### src/rtl/bmc_pkg.sv
// Package for the sample bit mask crusher.
// Holds the sample widths, the register index codes, the configuration struct
// and the struct that travels along the cube root cell chain. No dependencies.
package bmc_pkg;

    localparam int SAMPLE_BITS = 24;
    localparam int FRAC_BITS   = SAMPLE_BITS - 1;
    localparam int OUT_BITS    = SAMPLE_BITS + 1;
    localparam int QUANT_BITS  = 15;
    localparam int RAD_W       = 3 * SAMPLE_BITS;
    localparam int SQ_W        = 2 * SAMPLE_BITS;
    localparam int REM_W       = SQ_W + 4;
    localparam int PROD_W      = SAMPLE_BITS + QUANT_BITS;
    localparam int DIV_W       = FRAC_BITS + 2;
    localparam int CFG_IDX_W   = 8;
    localparam int CFG_DATA_W  = QUANT_BITS;

    localparam logic [QUANT_BITS-1:0] QUANT_MAX = {QUANT_BITS{1'b1}};

    typedef enum logic [CFG_IDX_W-1:0] {
        REG_BIT_MASK     = CFG_IDX_W'(0),
        REG_XOR_ENABLE   = CFG_IDX_W'(1),
        REG_AND_ENABLE   = CFG_IDX_W'(2),
        REG_POWER_ENABLE = CFG_IDX_W'(3)
    } t_cfg_reg;

    typedef struct packed {
        logic [QUANT_BITS-1:0] bit_mask;
        logic                  xor_en;
        logic                  and_en;
        logic                  power_en;
    } t_cfg;

    typedef struct packed {
        logic                   valid;
        logic                   neg;
        logic [SAMPLE_BITS-1:0] mag;
        logic [RAD_W-1:0]       rad;
        logic [SAMPLE_BITS-1:0] y;
        logic [SQ_W-1:0]        s;
        logic [REM_W-1:0]       rem;
    } t_cell;

endpackage

### src/rtl/bmc_post.sv
// Back end of the crusher: quantize and mask, rescale, optional cube and sign
// restore, in five registered stages. Depends on bmc_pkg.
module bmc_post import bmc_pkg::*; (
    input  logic                       i_clk,
    input  logic                       i_rst_n,
    input  logic                       i_en,
    input  t_cfg                       i_cfg,
    input  t_cell                      i_cell,
    output logic                       o_valid,
    output logic signed [OUT_BITS-1:0] o_sample
);

    logic [4:0]             r_v;
    logic [3:0]             r_neg;

    logic [SAMPLE_BITS-1:0] w_src;
    logic [PROD_W-1:0]      w_prod;
    logic [QUANT_BITS-1:0]  w_q;
    logic [QUANT_BITS-1:0]  r_a_q;

    logic [DIV_W-1:0]       w_x;
    logic [DIV_W-1:0]       w_est;
    logic [DIV_W-1:0]       w_rem1;
    logic [DIV_W-1:0]       w_c;
    logic [DIV_W-1:0]       w_rem2;
    logic                   w_fix;
    logic [SAMPLE_BITS-1:0] r_b_y;

    logic [SQ_W-1:0]        r_c_sq;
    logic [SAMPLE_BITS-1:0] r_c_y;

    logic [SQ_W-1:0]        w_hi;
    logic [SQ_W-1:0]        w_lo;
    logic [SQ_W-1:0]        r_d_hi;
    logic [SQ_W-1:0]        r_d_lo;
    logic [SAMPLE_BITS-1:0] r_d_y;

    logic [RAD_W-1:0]       w_cube;
    logic [SAMPLE_BITS-1:0] w_yr;
    logic [OUT_BITS-1:0]    w_res;
    logic [OUT_BITS-1:0]    r_e_res;

    always_comb begin
        w_src  = i_cfg.power_en ? i_cell.y : i_cell.mag;
        w_prod = {w_src, {QUANT_BITS{1'b0}}} - PROD_W'(w_src);
        w_q    = w_prod[FRAC_BITS +: QUANT_BITS];
        if (i_cfg.xor_en) begin
            w_q = w_q ^ i_cfg.bit_mask;
        end
        if (i_cfg.and_en) begin
            w_q = w_q & i_cfg.bit_mask;
        end
    end

    // Division by 2^15-1 is done by folding the high part back onto the low part.
    always_comb begin
        w_x    = DIV_W'(r_a_q) << (FRAC_BITS - QUANT_BITS);
        w_est  = w_x >> QUANT_BITS;
        w_rem1 = DIV_W'(w_x[QUANT_BITS-1:0]) + w_est;
        w_c    = w_rem1 >> QUANT_BITS;
        w_rem2 = DIV_W'(w_rem1[QUANT_BITS-1:0]) + w_c;
        w_fix  = (w_rem2 >= DIV_W'(QUANT_MAX));
    end

    assign w_hi = r_c_sq[SQ_W-1:SAMPLE_BITS] * r_c_y;
    assign w_lo = r_c_sq[SAMPLE_BITS-1:0] * r_c_y;

    always_comb begin
        w_cube = {r_d_hi, {SAMPLE_BITS{1'b0}}} + RAD_W'(r_d_lo);
        w_yr   = i_cfg.power_en ? w_cube[2*FRAC_BITS +: SAMPLE_BITS] : r_d_y;
        w_res  = r_neg[3] ? (OUT_BITS'(0) - OUT_BITS'(w_yr)) : OUT_BITS'(w_yr);
    end

    always_ff @(posedge i_clk) begin
        if (!i_rst_n) begin
            r_v <= '0;
        end else if (i_en) begin
            r_v <= {r_v[3:0], i_cell.valid};
        end
    end

    always_ff @(posedge i_clk) begin
        if (i_en) begin
            r_neg   <= {r_neg[2:0], i_cell.neg};
            r_a_q   <= w_q;
            r_b_y   <= SAMPLE_BITS'(w_x + w_est + w_c + DIV_W'(w_fix));
            r_c_sq  <= r_b_y * r_b_y;
            r_c_y   <= r_b_y;
            r_d_hi  <= w_hi;
            r_d_lo  <= w_lo;
            r_d_y   <= r_c_y;
            r_e_res <= w_res;
        end
    end

    assign o_valid  = r_v[4];
    assign o_sample = r_e_res;

endmodule

### config.mk
export PLATFORM = sky130hd
export DESIGN_NAME = bmc_post
export DESIGN_NICKNAME = d
export VERILOG_FILES = /design/src/rtl/bmc_pkg.sv /design/src/rtl/bmc_post.sv
export SDC_FILE = /design/constraint.sdc
export NUM_CORES = 2
export LEC_CHECK = 0
export BUFFER_PORTS_ARGS = -buffer_cell sky130_fd_sc_hd__buf_2
export CORE_ASPECT_RATIO = 1.1
export CORE_MARGIN = 4
export CORE_UTILIZATION = 45
export CTS_BUF_LIST = sky130_fd_sc_hd__clkbuf_4
export DETAILED_ROUTE_END_ITERATION = 8
export SETUP_SLACK_MARGIN = 0.2
export SLEW_MARGIN = 20
export SYNTH_ARGS = -nofsm -noshare
export SYNTH_HDL_FRONTEND = slang
export SYNTH_SLANG_ARGS = --single-unit
### constraint.sdc
create_clock -name i_clk -period 7.2 [get_ports i_clk]
set_clock_uncertainty 0.1 [all_clocks]
set_input_delay 1.8 -clock i_clk [delete_from_list [all_inputs] [get_ports i_clk]]
set_output_delay 1.8 -clock i_clk [all_outputs]
set_load 0.01 [all_outputs]
=== Word-level counts from Yosys, hierarchy flattened ===
Cells that the tools add are included.

* Flip-flop bits (word level): 263
* Bits in latches: 0
* Memory bits (writable): 0
* Bits in read-only memories: 0
* Output and inout port bits: 26
* Logic and storage cells: 30
* Memories: 0

* $add $sub $neg: 8
* Multipliers: 3
* Div/mod/pow operators: 0
* Magnitude comparators: 1
* Eq/ne operators: 0
* Shift operators: 0
* Multiplexer cells: 5
* Bitwise logic cells: 2
* Reduce and logical (&&, ||, !) cells: 0

{| class="wikitable"
|+ Operator list
! kind !! count
|-
| 24-bit by 24-bit multiplier with 48-bit output || 2
|-
| 24-bit 2-to-1 mux || 3
|-
| 70-bit by 48-bit adder with 70-bit output || 1
|-
| 24-bit by 1-bit adder with 24-bit output || 2
|-
| 24-bit by 24-bit multiplier with 46-bit output || 1
|-
| 38-bit by 24-bit subtractor with 38-bit output || 1
|-
| 15-bit 2-to-1 mux || 2
|-
| 1-bit by 24-bit subtractor with 25-bit output (first input constant) || 1
|-
| 23-bit by 8-bit adder with 24-bit output || 1
|-
| 15-bit by 1-bit adder with 16-bit output || 1
|-
| 15-bit by 8-bit adder with 16-bit output || 1
|-
| 16-bit by 15-bit >= comparator with 1-bit output (second input constant) || 1
|-
| 15-bit AND || 1
|-
| 15-bit XOR || 1
|}

=== Depth between registers and ports, before layout ===
* Word-level depth: 6
* Mapped depth: 29
* Depth with buffers taken out: 27

=== Worst setup path before layout ===
OpenSTA, ideal clock, no wires.

* Path kind: reg-to-reg
* Start point: register r_b_y[5]
* End point: register r_c_sq[46], data pin
* Arrival time: 6.896 ns
* Required time: 6.835 ns
* Setup slack: -0.061 ns
* Cell stages (with the launch flop): 25
* Buffers on the path: 2
* Cells stage by stage: edfxtp_1 > clkbuf_1 > clkbuf_1 > nand2_1 > fa_1 > inv_1 > fa_1 > inv_1 > fa_1 > fa_1 > fa_1 > fa_1 > fa_1 > inv_1 > ha_1 > a21o_1 > a21o_1 > a2111oi_0 > o31a_1 > o21ai_0 > a21oi_1 > a311oi_1 > a21oi_1 > o21ai_0 > xor2_1

* Cells in the longest elaborated chain, start to end: 1

{| class="wikitable"
|+ RTL lines
! element !! RTL line !! text
|-
| start, declared || bmc_post.sv:27 || <nowiki>logic [SAMPLE_BITS-1:0] r_b_y;</nowiki>
|-
| start signal, assigned || bmc_post.sv:86 || <nowiki>r_b_y <= SAMPLE_BITS'(w_x + w_est + w_c + DIV_W'(w_fix));</nowiki>
|-
| 24-bit by 24-bit multiplier with 48-bit output || bmc_post.sv:87 || <nowiki>r_c_sq <= r_b_y * r_b_y;</nowiki>
|-
| end signal, assigned || bmc_post.sv:87 ||
|-
| end, declared || bmc_post.sv:29 || <nowiki>logic [SQ_W-1:0] r_c_sq;</nowiki>
|}

Every way passes these cells.
A chain may end at the register's enable or synchronous reset.

=== Worst setup path in the final report ===
* Start point: register r_c_y[1]
* End point: register r_d_hi[39], data pin

* Cells in the longest elaborated chain, start to end: 1

{| class="wikitable"
|+ RTL lines
! element !! RTL line !! text
|-
| start, declared || bmc_post.sv:30 || <nowiki>logic [SAMPLE_BITS-1:0] r_c_y;</nowiki>
|-
| start signal, assigned || bmc_post.sv:88 || <nowiki>r_c_y <= r_b_y;</nowiki>
|-
| 24-bit by 24-bit multiplier with 46-bit output || bmc_post.sv:65 || <nowiki>assign w_hi = r_c_sq[SQ_W-1:SAMPLE_BITS] * r_c_y;</nowiki>
|-
| via w_hi[39] || bmc_post.sv:32 || <nowiki>logic [SQ_W-1:0] w_hi;</nowiki>
|-
| end signal, assigned || bmc_post.sv:89 || <nowiki>r_d_hi <= w_hi;</nowiki>
|-
| end, declared || bmc_post.sv:34 || <nowiki>logic [SQ_W-1:0] r_d_hi;</nowiki>
|}

The timed path passes the listed nets, and every way through them passes these cells.

==> key figures <==
Run status
  • Status: finished, violations left
  • Failing checks: setup timing

Timing
  • Rel. slew slack: between 30% and 40%
  • Final worst setup slack: -0.0955 ns
  • Fmax: about 140 MHz
  • Fin crit share: 101%
  • Setup violations, final: 16
  • Unrepaired setup endpoints after global routing: true
  • Final Hold Vio Count: 0
  • Final Max Slew Viols: 0
  • Worst-margin pin slew: between 0.9 and 1 ns
  • Setup TNS: -0.646 ns
  • WHS: 0.318 ns
  • Tmin final: between 7 and 8 ns

Critical path
  • CP dominant cell by count: fa_1
  • Top delay family on crit path: adder cells
  • CP Launch Type: flip-flop
  • Crit-path max cell delay: between 0.5 and 0.6 ns
  • Data arrival, critical path: between 7 and 8 ns
  • Slowest-stage cell, CP: fa_1
  • Worst EP required: 7.81 ns
  • CP Max Fanout: 7
  • CP Class: reg2reg
  • Crit path buf inv count: 8
  • Setup crit end kind: flip-flop

Floorplan
  • Die Y: between 400 and 500 um
  • Starting Density: a little under half
  • Core Area: ~0.14 mm^2
  • Die area: ~0.15 mm^2
  • Die width: between 300 and 400 um
  • Rows: 143
  • # IOs: 269

Route
  • Routed Antenna Nets: 0
  • DR DRC count: 0
  • 1st-pass router iterations: 5
  • Via Count: about 46000
  • Via density: ~5.0
  • Detailed Route Iter0 Violations: 2299
  • Drt total wl: about 160 mm
  • Wire per inst: about 18 um

Synth
  • Number of synthesized flops with an enable pin: ~230
  • Netlist Area Pre-Place: ~0.063 mm^2
  • Async SR Flop Fraction: 0%
  • Synthesis-stage register bit count: 237
  • Ys flop type: edfxtp_1
  • Cell taking the most area after synthesis: fa_1
  • Synthesis Warnings: 0
  • Cells after Synth: around 6700
  • Cell variety after synth: 90
  • Register area share after synthesis: 11.2%
  • Synthesized area per cell: ~9.5 um^2
  • Synth area leaders: fa_1, edfxtp_1, ha_1
  • Top-area cell type share of the netlist area: 43.4%

Global route
  • Vias in the first global route: 49874
  • Total track usage: approximately 23%
  • Global-route wire length before repair: 263 mm
  • Grt ovf: 0
  • Largest net degree at the start of global routing: about 120
  • Initial antenna violation count: 3

Placed design
  • Final HPWL DP: between 100 and 150 mm
  • Final Wtd Congestion: about 0.89
  • Placed Instances: 8896
  • Number of port buffers: 96

CTS
  • Deepest clock path buffer count: 3
  • Hold bufs inserted after CTS: 0
  • Root Driver: clkbuf_4
  • Skew-Pair Late Insertion Delay: approximately 0.9 ns
  • Clock transition at the registers of the reported paths: approximately 0.07 ns
  • TritonCTS clock tree: built
  • H-tree levels: 3
  • CTS sink cnt: 237
  • CTS buffer count: 73

Cells and area
  • Area Overhead vs Synth: 17.1%
  • Nets: around 9400
  • Filler Cells Inserted: ~13000
  • Final std cells w/o fill: 9119
  • Layout cells sized above 1: between 15 and 20%
  • Final core utilization: a little over half

Min path
  • Hold Path Class: reg2reg

Flow run
  • Max_cap viols: 0
[cell type report]
class	instances	area (um^2)	share of cell area (%)
antenna	4	10.0	0.0135
multi-input combinational	4457	50300	68.0
clock inverter	28	149	0.201
tap	1812	2270	3.06
inverter	1676	6290	8.50
clock buffer	97	728	0.984
sequential	237	7070	9.55
timing repair buffer	808	7200	9.72
[registers in the layout, indices dropped and copies added (netlist names), 15 cells and up]
| name | count |
|---|---|
| o_sample | 25 |
| r_a_q | 15 |
| r_b_y | 24 |
| r_c_sq | 47 |
| r_c_y | 23 |
| r_d_hi | 46 |
| r_d_lo | 24 |
| r_d_y | 24 |
[repair_timing]
action,4_1_cts,5_1_grt
setup endpoints to repair,59,66
pin swaps,183,179
buffers inserted,59,29
resized for setup,264,222
hold endpoints to repair,0,0
gates cloned,4,2
[through the flow]
step           instance area (um^2)  worst slack, ns
6_report                      74000          -0.0955
5_1_grt                       74000           -0.319
4_1_cts                       72900           -0.223
3_5_place_dp                  70300           -0.801
3_3_place_gp                  70300           -0.797
2_1_floorplan                 63300            0.189
[cell usage after synthesis (5+ instances only)]
cell type / count
clkbuf_1: 280
dfxtp_1: 5
ha_1: 550
or2_2: 9
a31oi_1: 12
a21o_1: 55
mux2i_1: 29
nor3b_1: 6
a211oi_1: 19
nor2b_1: 28
a22o_1: 6
nor3_1: 35
o21bai_1: 17
o31ai_1: 10
a21oi_1: 126
o211a_1: 7
nand4_1: 23
nand2b_1: 15
o211ai_1: 16
a2111oi_0: 6
mux2_2: 11
nor4_1: 9
nor2_1: 129
and2_1: 697
o21ai_0: 74
o2bb2ai_1: 6
inv_1: 1675
and3_1: 14
fa_1: 1371
xor2_1: 55
nand2_1: 795
o2111ai_1: 6
nand3_1: 50
buf_1: 5
o21a_1: 20
xnor2_1: 135
edfxtp_1: 232
and4_1: 8
or3_1: 7
a21boi_0: 6
[worst reg2reg max path, stage by stage, from the launching register on]
cell and delay (ns):
edfxtp_1 0.41, buf_6 0.16, buf_6 0.12, buf_12 0.14, buf_8 0.14, and2_1 0.17
fa_1 0.46, fa_1 0.55, inv_1 0.05, fa_1 0.47, fa_1 0.52, inv_1 0.06
fa_1 0.48, fa_1 0.49, inv_1 0.05, fa_1 0.47, inv_1 0.06, ha_4 0.28
nand4_1 0.18, nor2_4 0.15, or4b_4 0.53, nand2_2 0.10, nand4_1 0.20, a31oi_1 0.27
nor2_2 0.10, o21bai_1 0.18, xor2_1 0.25
[routing by layer]
layer  wire [um]  part of all wire (%)  GRT usage, %  up-vias
li1            -                     -             -    21071
met1       65800                    41          29.1    23492
met2       81300                    51          39.4     1076
met3        7190                   4.5          2.70      253
met4        6440                   4.0          8.05        0
met5           0                     0             0        -
[logic make-up (layout without fill, tap and decap cells)]
family | Yosys count | in the layout | share of synthesized area, %
buffers and inverters | 1967 | 2609 | 11.7
multiplexers | 40 | 40 | 0.655
XOR/XNOR | 191 | 191 | 2.67
flip-flops | 237 | 237 | 11.2
other | 2 | 13 | 0.0119
AO/OA/AOI/OAI | 451 | 451 | 4.89
adder cells (fa/ha/maj) | 1921 | 1921 | 54.3
AND/OR/NAND/NOR | 1845 | 1845 | 14.6
[layout by cell type, fill, tap and decap left out, types with 10 or more instances in the layout]
| master | netlist | routed |
|---|---|---|
| and3_1 | 14 | 14 |
| edfxtp_1 | 232 | 232 |
| and2_1 | 697 | 669 |
| o21ai_1 | 3 | 14 |
| clkinv_1 | 1 | 16 |
| and2_4 | 0 | 28 |
| a21o_1 | 55 | 53 |
| a21oi_2 | 1 | 29 |
| ha_1 | 550 | 512 |
| mux2i_1 | 29 | 29 |
| o21bai_1 | 17 | 16 |
| ha_4 | 0 | 33 |
| fa_1 | 1371 | 1321 |
| a211oi_2 | 4 | 10 |
| inv_2 | 0 | 49 |
| a211oi_1 | 19 | 10 |
| mux2_2 | 11 | 11 |
| nor3_1 | 35 | 31 |
| o21ai_2 | 2 | 14 |
| buf_6 | 1 | 81 |
| fa_2 | 0 | 50 |
| xnor2_1 | 135 | 130 |
| nand2b_1 | 15 | 14 |
| buf_12 | 0 | 74 |
| nand2_2 | 0 | 15 |
| o211ai_1 | 16 | 16 |
| nor2_1 | 129 | 117 |
| o21ai_0 | 74 | 48 |
| nand4_1 | 23 | 23 |
| nand2_1 | 795 | 776 |
| clkbuf_4 | 0 | 97 |
| buf_4 | 1 | 544 |
| inv_1 | 1675 | 1628 |
| o21a_1 | 20 | 20 |
| buf_2 | 4 | 96 |
| nand3_1 | 50 | 45 |
| a21oi_1 | 126 | 95 |
| nor2b_1 | 28 | 28 |
| xor2_1 | 55 | 54 |
[worst paths after layout]
path | cells past startpoint | from | to | slack (ns)
setup / recovery | 26 | r_c_y[1]$_DFFE_PP_ | r_d_hi[39]$_DFFE_PP_ | -0.1
hold / removal | 0 | r_neg[1]$_DFFE_PP_ | r_neg[2]$_DFFE_PP_ | 0.32
setup reg to reg | 26 | r_c_y[1]$_DFFE_PP_ | r_d_hi[39]$_DFFE_PP_ | -0.1
hold reg to reg | 0 | r_neg[1]$_DFFE_PP_ | r_neg[2]$_DFFE_PP_ | 0.32
Power is not shown: default switching activity piles up to over one toggle a cycle in this logic, so the estimate is an artifact.
